`config.mk`:
```
export PLATFORM = sky130hd
export DESIGN_NAME = md5_message_digest_core
export DESIGN_NICKNAME = d
export VERILOG_FILES = /design/src/rtl/md5_pkg.sv /design/src/rtl/md5_front.sv /design/src/rtl/md5_queue.sv /design/src/rtl/md5_back.sv /design/src/rtl/md5_message_digest_core.sv
export VERILOG_INCLUDE_DIRS = /design/src /design/src/rtl
export SDC_FILE = /design/constraint.sdc
export NUM_CORES = 2
export LEC_CHECK = 0
export BUFFER_PORTS_ARGS = -buffer_cell sky130_fd_sc_hd__buf_2
export CORE_UTILIZATION = 53
export CTS_CLUSTER_DIAMETER = 150
export DETAILED_ROUTE_END_ITERATION = 8
export MAX_ROUTING_LAYER = met4
export PLACE_DENSITY = 0.69
export SLEW_MARGIN = 20
export SYNTH_ARGS = -nofsm -noshare
export SYNTH_HDL_FRONTEND = slang
export SYNTH_SLANG_ARGS = --single-unit
```
`constraint.sdc`:
```
create_clock -name clk -period 13.1 [get_ports clk]
set_clock_uncertainty 0.15 [all_clocks]
set_input_delay 2.62 -clock clk [delete_from_list [all_inputs] [get_ports clk]]
set_output_delay 2.62 -clock clk [all_outputs]
set_load 0.1 [all_outputs]
```
`src/rtl/assert_macros.svh`:
```
// Assertion helpers shared by the RTL modules.
`ifndef ASSERT_MACROS_SVH
`define ASSERT_MACROS_SVH

// Check a property on every rising edge outside reset.
`define ASSERT_CLK(label, prop, msg) \
    label: assert property (@(posedge clk) disable iff (!rst_n) prop) \
        else $error(msg);

// Check that a condition never holds outside reset.
`define ASSERT_NEVER(label, cond, msg) \
    label: assert property (@(posedge clk) disable iff (!rst_n) !(cond)) \
        else $error(msg);

`endif

```
`src/rtl/md5_pkg.sv`:
```
package md5_pkg;

    localparam logic [31:0] H0 = 32'h67452301;
    localparam logic [31:0] H1 = 32'hefcdab89;
    localparam logic [31:0] H2 = 32'h98badcfe;
    localparam logic [31:0] H3 = 32'h10325476;

    localparam logic [7:0] PAD_BYTE = 8'h80;
    localparam int unsigned LEN_POS_INT = 448 / 8;
    localparam logic [5:0] LEN_POS = 6'(LEN_POS_INT);
    localparam logic [5:0] LAST_POS = 6'd63;

    typedef logic [1:0] op_t;
    localparam op_t OP_BYTE     = 2'd0;
    localparam op_t OP_BYTE_END = 2'd1;
    localparam op_t OP_END      = 2'd2;

    typedef struct packed {
        op_t        op;
        logic [7:0] data;
    } item_t;

    localparam logic [31:0] SINE_K [64] = '{
        32'hd76aa478, 32'he8c7b756, 32'h242070db, 32'hc1bdceee,
        32'hf57c0faf, 32'h4787c62a, 32'ha8304613, 32'hfd469501,
        32'h698098d8, 32'h8b44f7af, 32'hffff5bb1, 32'h895cd7be,
        32'h6b901122, 32'hfd987193, 32'ha679438e, 32'h49b40821,
        32'hf61e2562, 32'hc040b340, 32'h265e5a51, 32'he9b6c7aa,
        32'hd62f105d, 32'h02441453, 32'hd8a1e681, 32'he7d3fbc8,
        32'h21e1cde6, 32'hc33707d6, 32'hf4d50d87, 32'h455a14ed,
        32'ha9e3e905, 32'hfcefa3f8, 32'h676f02d9, 32'h8d2a4c8a,
        32'hfffa3942, 32'h8771f681, 32'h6d9d6122, 32'hfde5380c,
        32'ha4beea44, 32'h4bdecfa9, 32'hf6bb4b60, 32'hbebfbc70,
        32'h289b7ec6, 32'heaa127fa, 32'hd4ef3085, 32'h04881d05,
        32'hd9d4d039, 32'he6db99e5, 32'h1fa27cf8, 32'hc4ac5665,
        32'hf4292244, 32'h432aff97, 32'hab9423a7, 32'hfc93a039,
        32'h655b59c3, 32'h8f0ccc92, 32'hffeff47d, 32'h85845dd1,
        32'h6fa87e4f, 32'hfe2ce6e0, 32'ha3014314, 32'h4e0811a1,
        32'hf7537e82, 32'hbd3af235, 32'h2ad7d2bb, 32'heb86d391
    };

    localparam logic [4:0] ROT_S [4][4] = '{
        '{5'd7, 5'd12, 5'd17, 5'd22},
        '{5'd5, 5'd9,  5'd14, 5'd20},
        '{5'd4, 5'd11, 5'd16, 5'd23},
        '{5'd6, 5'd10, 5'd15, 5'd21}
    };

endpackage

```
`src/rtl/md5_front.sv`:
```
module md5_front
(
    input  logic          [7:0] data_byte,
    input  logic          byte_present,
    input  logic          message_end,
    input  logic          in_valid,
    output logic          in_stall,
    input  logic          full,
    output logic          push_valid,
    output md5_pkg::item_t push_item
);

    logic keep;
    md5_pkg::op_t op;

    always_comb
    begin
        keep = 1'b1;
        op   = md5_pkg::OP_BYTE;
        unique case ({byte_present, message_end})
            2'b10:
            begin
                op = md5_pkg::OP_BYTE;
            end
            2'b11:
            begin
                op = md5_pkg::OP_BYTE_END;
            end
            2'b01:
            begin
                op = md5_pkg::OP_END;
            end
            2'b00:
            begin
                // drop empty items
                keep = 1'b0;
            end
        endcase
    end

    assign in_stall       = full;
    assign push_valid     = in_valid && !full && keep;
    assign push_item.op   = op;
    assign push_item.data = data_byte;

endmodule

```
`src/rtl/md5_queue.sv`:
```
`include "assert_macros.svh"

module md5_queue
#(
    parameter int DEPTH = 4
)
(
    input  logic           clk,
    input  logic           rst_n,
    input  logic           push_valid,
    input  md5_pkg::item_t push_item,
    output logic           full,
    output logic           pop_valid,
    output md5_pkg::item_t pop_item,
    input  logic           pop
);

    localparam int PTR_W = (DEPTH > 1) ? $clog2(DEPTH) : 1;
    localparam int CNT_W = $clog2(DEPTH + 1);
    localparam logic [PTR_W-1:0] PTR_LAST = PTR_W'(DEPTH - 1);

    md5_pkg::item_t    slot_reg [DEPTH];
    logic [PTR_W-1:0]  wr_ptr_reg, wr_ptr_next;
    logic [PTR_W-1:0]  rd_ptr_reg, rd_ptr_next;
    logic [CNT_W-1:0]  count_reg, count_next;
    logic              do_pop;

    assign full      = (count_reg == CNT_W'(DEPTH));
    assign pop_valid = (count_reg != '0);
    assign pop_item  = slot_reg[rd_ptr_reg];
    assign do_pop    = pop && pop_valid;

    always_comb
    begin
        wr_ptr_next = wr_ptr_reg;
        rd_ptr_next = rd_ptr_reg;
        count_next  = count_reg;
        if (push_valid)
        begin
            wr_ptr_next = (wr_ptr_reg == PTR_LAST) ? '0 : wr_ptr_reg + 1'b1;
        end
        if (do_pop)
        begin
            rd_ptr_next = (rd_ptr_reg == PTR_LAST) ? '0 : rd_ptr_reg + 1'b1;
        end
        if (push_valid && !do_pop)
        begin
            count_next = count_reg + 1'b1;
        end
        else if (!push_valid && do_pop)
        begin
            count_next = count_reg - 1'b1;
        end
    end

    always_ff @(posedge clk or negedge rst_n)
    begin
        if (!rst_n)
        begin
            wr_ptr_reg <= '0;
            rd_ptr_reg <= '0;
            count_reg  <= '0;
        end
        else
        begin
            wr_ptr_reg <= wr_ptr_next;
            rd_ptr_reg <= rd_ptr_next;
            count_reg  <= count_next;
        end
    end

    always_ff @(posedge clk)
    begin
        if (push_valid)
        begin
            slot_reg[wr_ptr_reg] <= push_item;
        end
    end

    `ASSERT_NEVER(a_push_full, push_valid && full, "item pushed into a full queue")
    `ASSERT_CLK(a_count_max, count_reg <= CNT_W'(DEPTH), "queue count above depth")

endmodule

```
`src/rtl/md5_back.sv`:
```
`include "assert_macros.svh"

module md5_back
(
    input  logic           clk,
    input  logic           rst_n,
    input  logic           q_valid,
    input  md5_pkg::item_t q_item,
    output logic           q_pop,
    output logic [31:0]    digest_word,
    output logic [1:0]     word_number,
    output logic           digest_last,
    output logic           out_valid,
    input  logic           out_stall
);

    localparam logic [2:0] ST_IDLE     = 3'd0;
    localparam logic [2:0] ST_PAD_MARK = 3'd1;
    localparam logic [2:0] ST_PAD_ZERO = 3'd2;
    localparam logic [2:0] ST_ROUND    = 3'd3;
    localparam logic [2:0] ST_ADD      = 3'd4;
    localparam logic [2:0] ST_EMIT     = 3'd5;

    logic [2:0]  state_reg, state_next;
    logic [2:0]  ret_reg, ret_next;
    logic [31:0] chain_reg [4];
    logic [31:0] chain_next [4];
    logic [31:0] a_reg, a_next, b_reg, b_next, c_reg, c_next, d_reg, d_next;
    logic [60:0] total_reg, total_next;
    logic [5:0]  fill_reg, fill_next;
    logic [5:0]  round_reg, round_next;
    logic [1:0]  emit_reg, emit_next;
    logic [31:0] words_reg [16];

    logic        out_valid_reg, out_valid_next;
    logic [31:0] out_word_reg, out_word_next;
    logic [1:0]  out_num_reg, out_num_next;
    logic        out_last_reg, out_last_next;

    logic        wr_en;
    logic [7:0]  wr_byte;
    logic        len_en;
    logic        start;

    logic [1:0]  grp;
    logic [3:0]  i4;
    logic [3:0]  g;
    logic [31:0] f;
    logic [31:0] sum;
    logic [63:0] dbl;
    logic [4:0]  s;

    assign grp = round_reg[5:4];
    assign i4  = round_reg[3:0];
    assign s   = md5_pkg::ROT_S[grp][round_reg[1:0]];

    always_comb
    begin
        unique case (grp)
            2'd0:
            begin
                f = (b_reg & c_reg) | (~b_reg & d_reg);
                g = i4;
            end
            2'd1:
            begin
                f = (d_reg & b_reg) | (~d_reg & c_reg);
                g = (i4 << 2) + i4 + 4'd1;
            end
            2'd2:
            begin
                f = b_reg ^ c_reg ^ d_reg;
                g = (i4 << 1) + i4 + 4'd5;
            end
            2'd3:
            begin
                f = c_reg ^ (b_reg | ~d_reg);
                g = (i4 << 3) - i4;
            end
        endcase
    end

    assign sum = a_reg + f + md5_pkg::SINE_K[round_reg] + words_reg[g];
    assign dbl = {sum, sum} << s;

    always_comb
    begin
        state_next     = state_reg;
        ret_next       = ret_reg;
        chain_next     = chain_reg;
        a_next         = a_reg;
        b_next         = b_reg;
        c_next         = c_reg;
        d_next         = d_reg;
        total_next     = total_reg;
        fill_next      = fill_reg;
        round_next     = round_reg;
        emit_next      = emit_reg;
        out_valid_next = out_valid_reg && out_stall;
        out_word_next  = out_word_reg;
        out_num_next   = out_num_reg;
        out_last_next  = out_last_reg;
        q_pop          = 1'b0;
        wr_en          = 1'b0;
        wr_byte        = 8'h00;
        len_en         = 1'b0;
        start          = 1'b0;

        unique case (state_reg)
            ST_IDLE:
            begin
                q_pop = q_valid;
                if (q_valid)
                begin
                    priority case (q_item.op)
                        md5_pkg::OP_BYTE, md5_pkg::OP_BYTE_END:
                        begin
                            wr_en      = 1'b1;
                            wr_byte    = q_item.data;
                            total_next = total_reg + 61'd1;
                            fill_next  = fill_reg + 6'd1;
                            ret_next   = (q_item.op == md5_pkg::OP_BYTE_END) ?
                                         ST_PAD_MARK : ST_IDLE;
                            if (fill_reg == md5_pkg::LAST_POS)
                            begin
                                start = 1'b1;
                            end
                            else
                            begin
                                state_next = ret_next;
                            end
                        end
                        md5_pkg::OP_END:
                        begin
                            state_next = ST_PAD_MARK;
                        end
                        default:
                        begin
                            state_next = ST_IDLE;
                        end
                    endcase
                end
            end
            ST_PAD_MARK:
            begin
                wr_en     = 1'b1;
                wr_byte   = md5_pkg::PAD_BYTE;
                fill_next = fill_reg + 6'd1;
                ret_next  = ST_PAD_ZERO;
                if (fill_reg == md5_pkg::LAST_POS)
                begin
                    start = 1'b1;
                end
                else
                begin
                    state_next = ST_PAD_ZERO;
                end
            end
            ST_PAD_ZERO:
            begin
                if (fill_reg == md5_pkg::LEN_POS)
                begin
                    len_en   = 1'b1;
                    ret_next = ST_EMIT;
                    start    = 1'b1;
                end
                else
                begin
                    wr_en     = 1'b1;
                    fill_next = fill_reg + 6'd1;
                    ret_next  = ST_PAD_ZERO;
                    if (fill_reg == md5_pkg::LAST_POS)
                    begin
                        start = 1'b1;
                    end
                end
            end
            ST_ROUND:
            begin
                a_next     = d_reg;
                d_next     = c_reg;
                c_next     = b_reg;
                b_next     = b_reg + dbl[63:32];
                round_next = round_reg + 6'd1;
                if (round_reg == 6'd63)
                begin
                    state_next = ST_ADD;
                end
            end
            ST_ADD:
            begin
                chain_next[0] = chain_reg[0] + a_reg;
                chain_next[1] = chain_reg[1] + b_reg;
                chain_next[2] = chain_reg[2] + c_reg;
                chain_next[3] = chain_reg[3] + d_reg;
                state_next    = ret_reg;
            end
            ST_EMIT:
            begin
                if (!out_valid_reg || !out_stall)
                begin
                    out_valid_next = 1'b1;
                    out_word_next  = chain_reg[emit_reg];
                    out_num_next   = emit_reg;
                    out_last_next  = (emit_reg == 2'd3);
                    emit_next      = emit_reg + 2'd1;
                    if (emit_reg == 2'd3)
                    begin
                        chain_next[0] = md5_pkg::H0;
                        chain_next[1] = md5_pkg::H1;
                        chain_next[2] = md5_pkg::H2;
                        chain_next[3] = md5_pkg::H3;
                        total_next    = '0;
                        fill_next     = '0;
                        state_next    = ST_IDLE;
                    end
                end
            end
            default:
            begin
                state_next = ST_IDLE;
            end
        endcase

        if (start)
        begin
            a_next     = chain_reg[0];
            b_next     = chain_reg[1];
            c_next     = chain_reg[2];
            d_next     = chain_reg[3];
            round_next = '0;
            state_next = ST_ROUND;
        end
    end

    always_ff @(posedge clk or negedge rst_n)
    begin
        if (!rst_n)
        begin
            state_reg     <= ST_IDLE;
            ret_reg       <= ST_IDLE;
            chain_reg[0]  <= md5_pkg::H0;
            chain_reg[1]  <= md5_pkg::H1;
            chain_reg[2]  <= md5_pkg::H2;
            chain_reg[3]  <= md5_pkg::H3;
            total_reg     <= '0;
            fill_reg      <= '0;
            round_reg     <= '0;
            emit_reg      <= '0;
            out_valid_reg <= 1'b0;
        end
        else
        begin
            state_reg     <= state_next;
            ret_reg       <= ret_next;
            chain_reg     <= chain_next;
            total_reg     <= total_next;
            fill_reg      <= fill_next;
            round_reg     <= round_next;
            emit_reg      <= emit_next;
            out_valid_reg <= out_valid_next;
        end
    end

    always_ff @(posedge clk)
    begin
        a_reg        <= a_next;
        b_reg        <= b_next;
        c_reg        <= c_next;
        d_reg        <= d_next;
        out_word_reg <= out_word_next;
        out_num_reg  <= out_num_next;
        out_last_reg <= out_last_next;
        if (wr_en)
        begin
            words_reg[fill_reg[5:2]][{fill_reg[1:0], 3'b000} +: 8] <= wr_byte;
        end
        if (len_en)
        begin
            words_reg[14] <= {total_reg[28:0], 3'b000};
            words_reg[15] <= total_reg[60:29];
        end
    end

    assign out_valid   = out_valid_reg;
    assign digest_word = out_word_reg;
    assign word_number = out_num_reg;
    assign digest_last = out_last_reg;

    `ASSERT_CLK(a_round_rest, (state_reg != ST_ROUND) |-> (round_reg == 6'd0), "round count off")
    `ASSERT_CLK(a_pop_idle, q_pop |-> (state_reg == ST_IDLE), "queue popped while busy")

endmodule

```
`src/rtl/md5_message_digest_core.sv`:
```
// MD5 digest core.
// Input channel: data_byte, byte_present, message_end with in_valid/in_stall.
// Each item carries one message byte; message_end marks the last item, and
// byte_present low with message_end high ends a message without a byte.
// Items with neither flag are dropped.
// Output channel: digest_word, word_number, digest_last with out_valid/out_stall.
// Four items per message, h0 first, digest_last on h3.
// Accepted items enter a small queue; the compression engine drains it.
// Bytes are taken one per cycle while idle; each full chunk is compressed in
// 64 rounds and one add. Padding is written one byte per cycle with one or two
// compressions; digest words then leave one per cycle unless the output stalls.
// The input stalls only while the queue is full.
// A stalled output holds its word; the engine waits until it is taken.
// Reset clears the queue and loads the MD5 initial chain value.
module md5_message_digest_core
#(
    parameter int QUEUE_DEPTH = 4
)
(
    input  logic        clk,
    input  logic        rst_n,
    input  logic [7:0]  data_byte,
    input  logic        byte_present,
    input  logic        message_end,
    input  logic        in_valid,
    output logic        in_stall,
    output logic [31:0] digest_word,
    output logic [1:0]  word_number,
    output logic        digest_last,
    output logic        out_valid,
    input  logic        out_stall
);

    logic           full;
    logic           push_valid;
    md5_pkg::item_t push_item;
    logic           pop_valid;
    md5_pkg::item_t pop_item;
    logic           pop;

    md5_front u_front
    (
        .data_byte    (data_byte),
        .byte_present (byte_present),
        .message_end  (message_end),
        .in_valid     (in_valid),
        .in_stall     (in_stall),
        .full         (full),
        .push_valid   (push_valid),
        .push_item    (push_item)
    );

    md5_queue #(.DEPTH(QUEUE_DEPTH)) u_queue
    (
        .clk        (clk),
        .rst_n      (rst_n),
        .push_valid (push_valid),
        .push_item  (push_item),
        .full       (full),
        .pop_valid  (pop_valid),
        .pop_item   (pop_item),
        .pop        (pop)
    );

    md5_back u_back
    (
        .clk         (clk),
        .rst_n       (rst_n),
        .q_valid     (pop_valid),
        .q_item      (pop_item),
        .q_pop       (pop),
        .digest_word (digest_word),
        .word_number (word_number),
        .digest_last (digest_last),
        .out_valid   (out_valid),
        .out_stall   (out_stall)
    );

endmodule

```
# == Word level (Yosys, flattened, before mapping) ==
# Memories as Yosys holds them, arrays and structs flattened.
# Index checks and enable logic that the tools add are counted.
# totals
reg_bits,380
mem_bits_rw,552
input_bits,14
rom_bits,2048
mem_count,3
elab_cells,214
# op_classes
n_shift,3
n_lt_le_gt_ge,4
eq_ne,31
bitwise,16
reduce_logical,31
n_mux,83
addsub,22
# memory_table
name,depth,word_bits,read_ports,rd_ports_with_merged_regs,wr,line_no,text
(name not given),64,32,1,0,0,md5_back.sv:83,assign sum = a_reg + f + md5_pkg::SINE_K[round_reg] + words_reg[g];
u_back.words_reg,16,32,1,0,2,md5_back.sv:33,logic [31:0] words_reg [16];
u_queue.slot_reg,4,10,1,0,1,md5_queue.sv:22,md5_pkg::item_t slot_reg [DEPTH];
# ops
operator,count
two-way mux 32 bit,15
adder 32 bit,8
two-way mux 128 bit,2
case mux 128 bit (2 select lines),1
two-way mux 61 bit,4
AND 32 bit,4
case mux 32 bit (4 select lines),1
case mux 61 bit (2 select lines),1
OR 32 bit,3
bitwise XOR 32 bit,3
binary-select mux 32 bit (select 2 bit),1
NOT 32 bit,2
left shift 64 x 5 -> 64 bit,1
adder 61 x 1 -> 61 bit (second input constant),1
two-way mux 6 bit,7
binary-select mux 20 bit (select 2 bit),1
two-way mux 20 bit,2
two-way mux 3 bit,12
OR reduction 32 bit,1
variable shift 8 x 7 -> 32 bit (first input constant),1
variable part select 8 x 7 -> 32 bit,1
case mux 6 bit (4 select lines),1
two-way mux 1 bit,19
equality test 6 bit (second input constant),3
49 further kinds,95

# == Longest topological paths before layout ==
# depth
word_depth,11
ltp_mapped,49
ltp_nobuf,43

# == By module ==
# A second synthesis with hierarchy kept.
# hier_totals
cells_unflattened,5739
area_unflattened_um2,57702.8
# by_module_without_submodules
mod,instances,cells_per_inst,seq_area_each_um2,area_per_inst_um2
md5_back,1,5637,25574.5,55727.2
md5_queue,1,89,1376.3,1875.5
md5_front,1,13,0.0,100.1

# == Least setup slack after synthesis ==
# OpenSTA, ideal clock, no wires.
# synth_path
kind,flip-flop to flip-flop
startpoint,register u_back.round_reg[2]
endpoint,register u_back.b_reg[24] (data pin)
path_slack_ns,2.207
synth_period_minus_slack_ns,10.893
path_stages_with_launch,46
arrival_ns,10.477
setup_time_ns,0.267
n_path_buf,5
required_time_ns,12.683
cell_sequence,dfrtp_1 -> buf_2 -> inv_2 -> buf_1 -> ha_1 -> fa_1 -> xor3_1 -> nand2_1 -> o311a_1 -> o22ai_1 -> buf_2 -> clkbuf_1 -> buf_1 -> a31oi_1 -> a21o_1 -> fa_1 -> fa_1 -> inv_1 -> [10 not listed] -> o211ai_2 -> nand2_1 -> mux4_2 -> o21ai_1 -> ha_1 -> fa_1 -> a21o_1 -> a21oi_1 -> o21bai_1 -> a21oi_1 -> a21oi_1 -> a41o_1 -> a221o_1 -> a211o_1 -> a21o_1 -> a31oi_1 -> xor2_1 -> o21ai_0
# synth_between
elab_chain_cells,10
word_cells_on_any_way,17
classes_between,add/sub (8); shift (1); mux (5); bitwise (1); memory (2)
# synth_lines
element,line_no,text
"start, declared",md5_back.sv:31,"logic [5:0] round_reg, round_next;"
"start signal, assigned",md5_back.sv:259,round_reg <= round_next;
NOT 6 -> 7 bit (implied by the code),md5_back.sv:83,
memory (64 x 32 bit),n/a,
two-way mux 32 bit (implied by the code) (2 in a row),md5_back.sv:83,
adder 32 bit,md5_back.sv:83,
adder 32 bit *,md5_back.sv:83,
left shift 64 x 5 -> 64 bit *,md5_back.sv:84,"assign dbl = {sum, sum} << s;"
adder 32 bit *,md5_back.sv:183,b_next = b_reg + dbl[63:32];
two-way mux 32 bit *,md5_back.sv:109,unique case (state_reg)
two-way mux 32 bit *,md5_back.sv:225,if (start)
named net u_back.b_next[24],md5_back.sv:28,"logic [31:0] a_reg, a_next, b_reg, b_next, c_reg, c_next, d_reg, d_next;"
"end signal, assigned",md5_back.sv:268,b_reg <= b_next;
"end, declared",md5_back.sv:28,
# The timed path passes the listed nets; every way through them passes the cells marked *. The select of a mux whose other input is x is not followed.
# A chain may end at the register's enable or synchronous reset.

# == Final worst setup path ==
# layout_path
startpoint,register u_back.round_reg[0]
endpoint,register u_back.b_reg[31] (data pin)
# layout_between
elab_chain_cells,10
word_cells_on_any_way,21
classes_between,add/sub (8); shift (1); mux (8); bitwise (2); memory (2)
# layout_lines
element,line_no
NOT 6 -> 7 bit (implied by the code),md5_back.sv:83
memory (64 x 32 bit),n/a
two-way mux 32 bit (implied by the code) (2 in a row),md5_back.sv:83
adder 32 bit (2 in a row),md5_back.sv:83
left shift 64 x 5 -> 64 bit *,md5_back.sv:84
adder 32 bit *,md5_back.sv:183
two-way mux 32 bit *,md5_back.sv:109
two-way mux 32 bit *,md5_back.sv:225
named net u_back.b_next[31],md5_back.sv:28
# Marks and branches as above.

==> flow_summary.ini <==
[detailed_routing]
drt_iter0_markers = 5570
avgRoutedWirePerCell_um = 25.32
vias = 46310
antenna_left = 0
drcViolationCount = 0
dr.pass1.iters = 6
drt-vias-per-instance = 6.394
wl_um = 183400

[clock_tree]
root_buffer = clkbuf_16
htreeDepth = 3
path_clk_slew_ns = 0.07
cts_tree = built
cts-buffers-inserted = 98
cts_hold_buf = 0
cts_sinks = 932
postCtsSetupBuffers = 0
cts_resized = 0
insertion_delay_ns = 0.72
cts_buffer_depth = 3

[cells_and_area]
n_fill_cell = 8934
fin_cells = 7243
multi_input_area_um2 = 27970
largest_reg_flops = 512
areaGrowthSynthToFinish_pct = 8.881
drive_above_1_share = 0.09094
seqCellArea_um2 = 26960
final_util = 0.5857
fin_nets = 6081

[synthesis]
yosys.area_share.simple = 0.1687
synth_area_leaders = edfxtp_1 (38%), nand2_1 (7.7%), dfrtp_1 (6.7%), ha_1 (5.1%), a21oi_1 (3.6%)
synthMuxAreaShare = 0.04115
synthArstFlopShare = 0.2328
synth-seq-cells = 932
synth_nets = 6164
synth.avg_cell_area_um2 = 9.740
synth_top_family_by_area = simple AND/OR/NAND/NOR gates
synth_area_um2 = 56950
synth-xor-area-share = 0.04236
ys_types = 98
synth_compound_area_frac = 0.1604
synth_top_cell_by_area = edfxtp_1
synth_ff_type = edfxtp_1
netlist_instances = 5847
synth_top_area_frac = 0.3754
synth_edf_count = 712
yosysSeqAreaShare = 0.4733
synth-warning-count = 0
synthAdderAreaFrac = 0.07584

[placed_design]
place.gp.congestion = 1.006
place_inst = 7055
post-place-ws_ns = 1.413
port_buffers = 50
dp_hpwl_um = 129100

[floorplanning]
ioPinCount = 51
placementRows = 119
die_x_um = 329.8
start_util = 0.5379
dieArea_um2 = 108800
core-area_um2 = 105900
die_h_um = 329.8

[worst_setup_path]
worstSetupPathType = reg2reg
crit_path_frequent_cell = a21oi_1
worstSetupEndpointType = flop
start_kind = flop
cpPeakStageDelay_ns = 0.71
critPathBufInv = 4
cp_max_fo = 44
arrival_ns = 12.28
cp.required_ns = 13.35
cp_top_family = compound AO/OA/AOI/OAI gates
crit_slowest_cell = ha_1

[global_route]
grt_max_degree = 127
grt.busiest_layer = met2
grt_pass1_vias = 43130
grt_use_met2 = 0.5235
grt_pass1_wl_um = 273300
antenna_found_initial = 3
grtUsageMet3 = 0.05177
met1_usage = 0.4575
grt_usage = 0.3436
grt_overflow = 0

[sta]
hold_viol = 0
relSlewSlack = 0.2211
setup_viol = 0
fmax_ghz = 0.08316
drv_slew = 0
period_share = 0.9179
rsz0062_at_grt = false
fin_ws_ns = 1.075
worst_pin_slew_ns = 1.168
tns_ns = 0
finalCriticalPeriod_ns = 12.02

[worst_hold_path]
holdCritPathClass = reg2reg

[run_status]
status = finished, final reports clean

[flow_run]
cap_violations = 0
==> layer usage <==
metal  up-vias  wire length (um)
met5         -                 0
met4         0              8897
met3       403             15350
met2      2224             83880
met1     22680             75260
li1      21010                 -
==> synthesized netlist by cell type, types with 37 or more instances <==
cell type	instances
a211oi_1	44
a21o_1	137
a21oi_1	407
a221oi_1	37
a311oi_1	105
a31oi_1	61
and3_1	93
buf_1	68
clkbuf_1	252
dfrtp_1	153
dfstp_2	64
edfxtp_1	712
fa_1	69
ha_1	234
inv_1	231
mux2i_1	80
mux4_2	57
nand2_1	1163
nand3_1	224
nor2_1	394
nor2b_1	64
nor3_1	76
o21a_1	47
o21ai_0	295
o311ai_0	40
or3_1	42
xnor2_1	158
xor2_1	112
==> per-stage QoR <==
step	hold WS, ns	cell area [um^2]
2_1_floorplan	0.2987	56950
3_3_place_gp	0.3183	58680
3_5_place_dp	0.3255	58680
4_1_cts	0.3397	61970
5_1_grt	0.3508	62010
6_report	0.3383	62010
==> cells in the final DEF (no fill, tap or decap), types with 100 or more instances in the layout <==
cell type  synthesis  final
nand2_1         1163   1162
edfxtp_1         712    712
a21oi_1          407    406
nor2_1           394    379
o21ai_0          295    292
ha_1             234    230
inv_1            231    229
nand3_1          224    224
xnor2_1          158    158
dfrtp_1          153    147
a21o_1           137    137
xor2_1           112    112
a311oi_1         105    105
clkbuf_16          0    100
==> final timing paths <==
path | cells past startpoint | from | slack (ns) | endpoint
setup / recovery | 40 | u_back.round_reg[0] | 1.08 | u_back.b_reg[31]
hold / removal | 1 | u_back.words_reg[14][2] | 0.34 | u_back.words_reg[14][2]
setup reg to reg | 40 | u_back.round_reg[0] | 1.08 | u_back.b_reg[31]
hold reg to reg | 1 | u_back.words_reg[14][2] | 0.34 | u_back.words_reg[14][2]
max in group asynchronous | 3 | rst_n | 8.86 | u_back.chain_reg[69]
min in group asynchronous | 1 | rst_n | 1.68 | u_queue.wr_ptr_reg[1]
==> kinds of logic after synthesis <==
logic type / count (synthesis)
buf+inv: 571
simple gates: 2202
fa+ha+maj: 304
compound gates: 1406
flops: 932
mux: 160
xor+xnor: 272
==> worst reg2reg max path, delay by kind of cell, from the launching register on <==
kind,cells,cell delay [ns]
DFF,1,0.59
AOI/OAI and AO/OA,24,5.88
buffers and inverters,4,0.83
xor gates and xnor gates,2,0.33
and+or+nand+nor,3,0.80
adders and majority gates,5,2.50
muxes,2,0.61
==> final cells by class <==
class	instances	area share
clock buffer	128	0.04302
tap	1391	0.02807
clock inverter	58	0.01003
multi-input combinational	4344	0.4511
inverter	232	0.01404
timing repair buffer	156	0.01885
antenna	2	0.00008072
sequential	932	0.4348
Power is not shown: default switching activity piles up to over one toggle a cycle in this logic, so the estimate is an artifact.
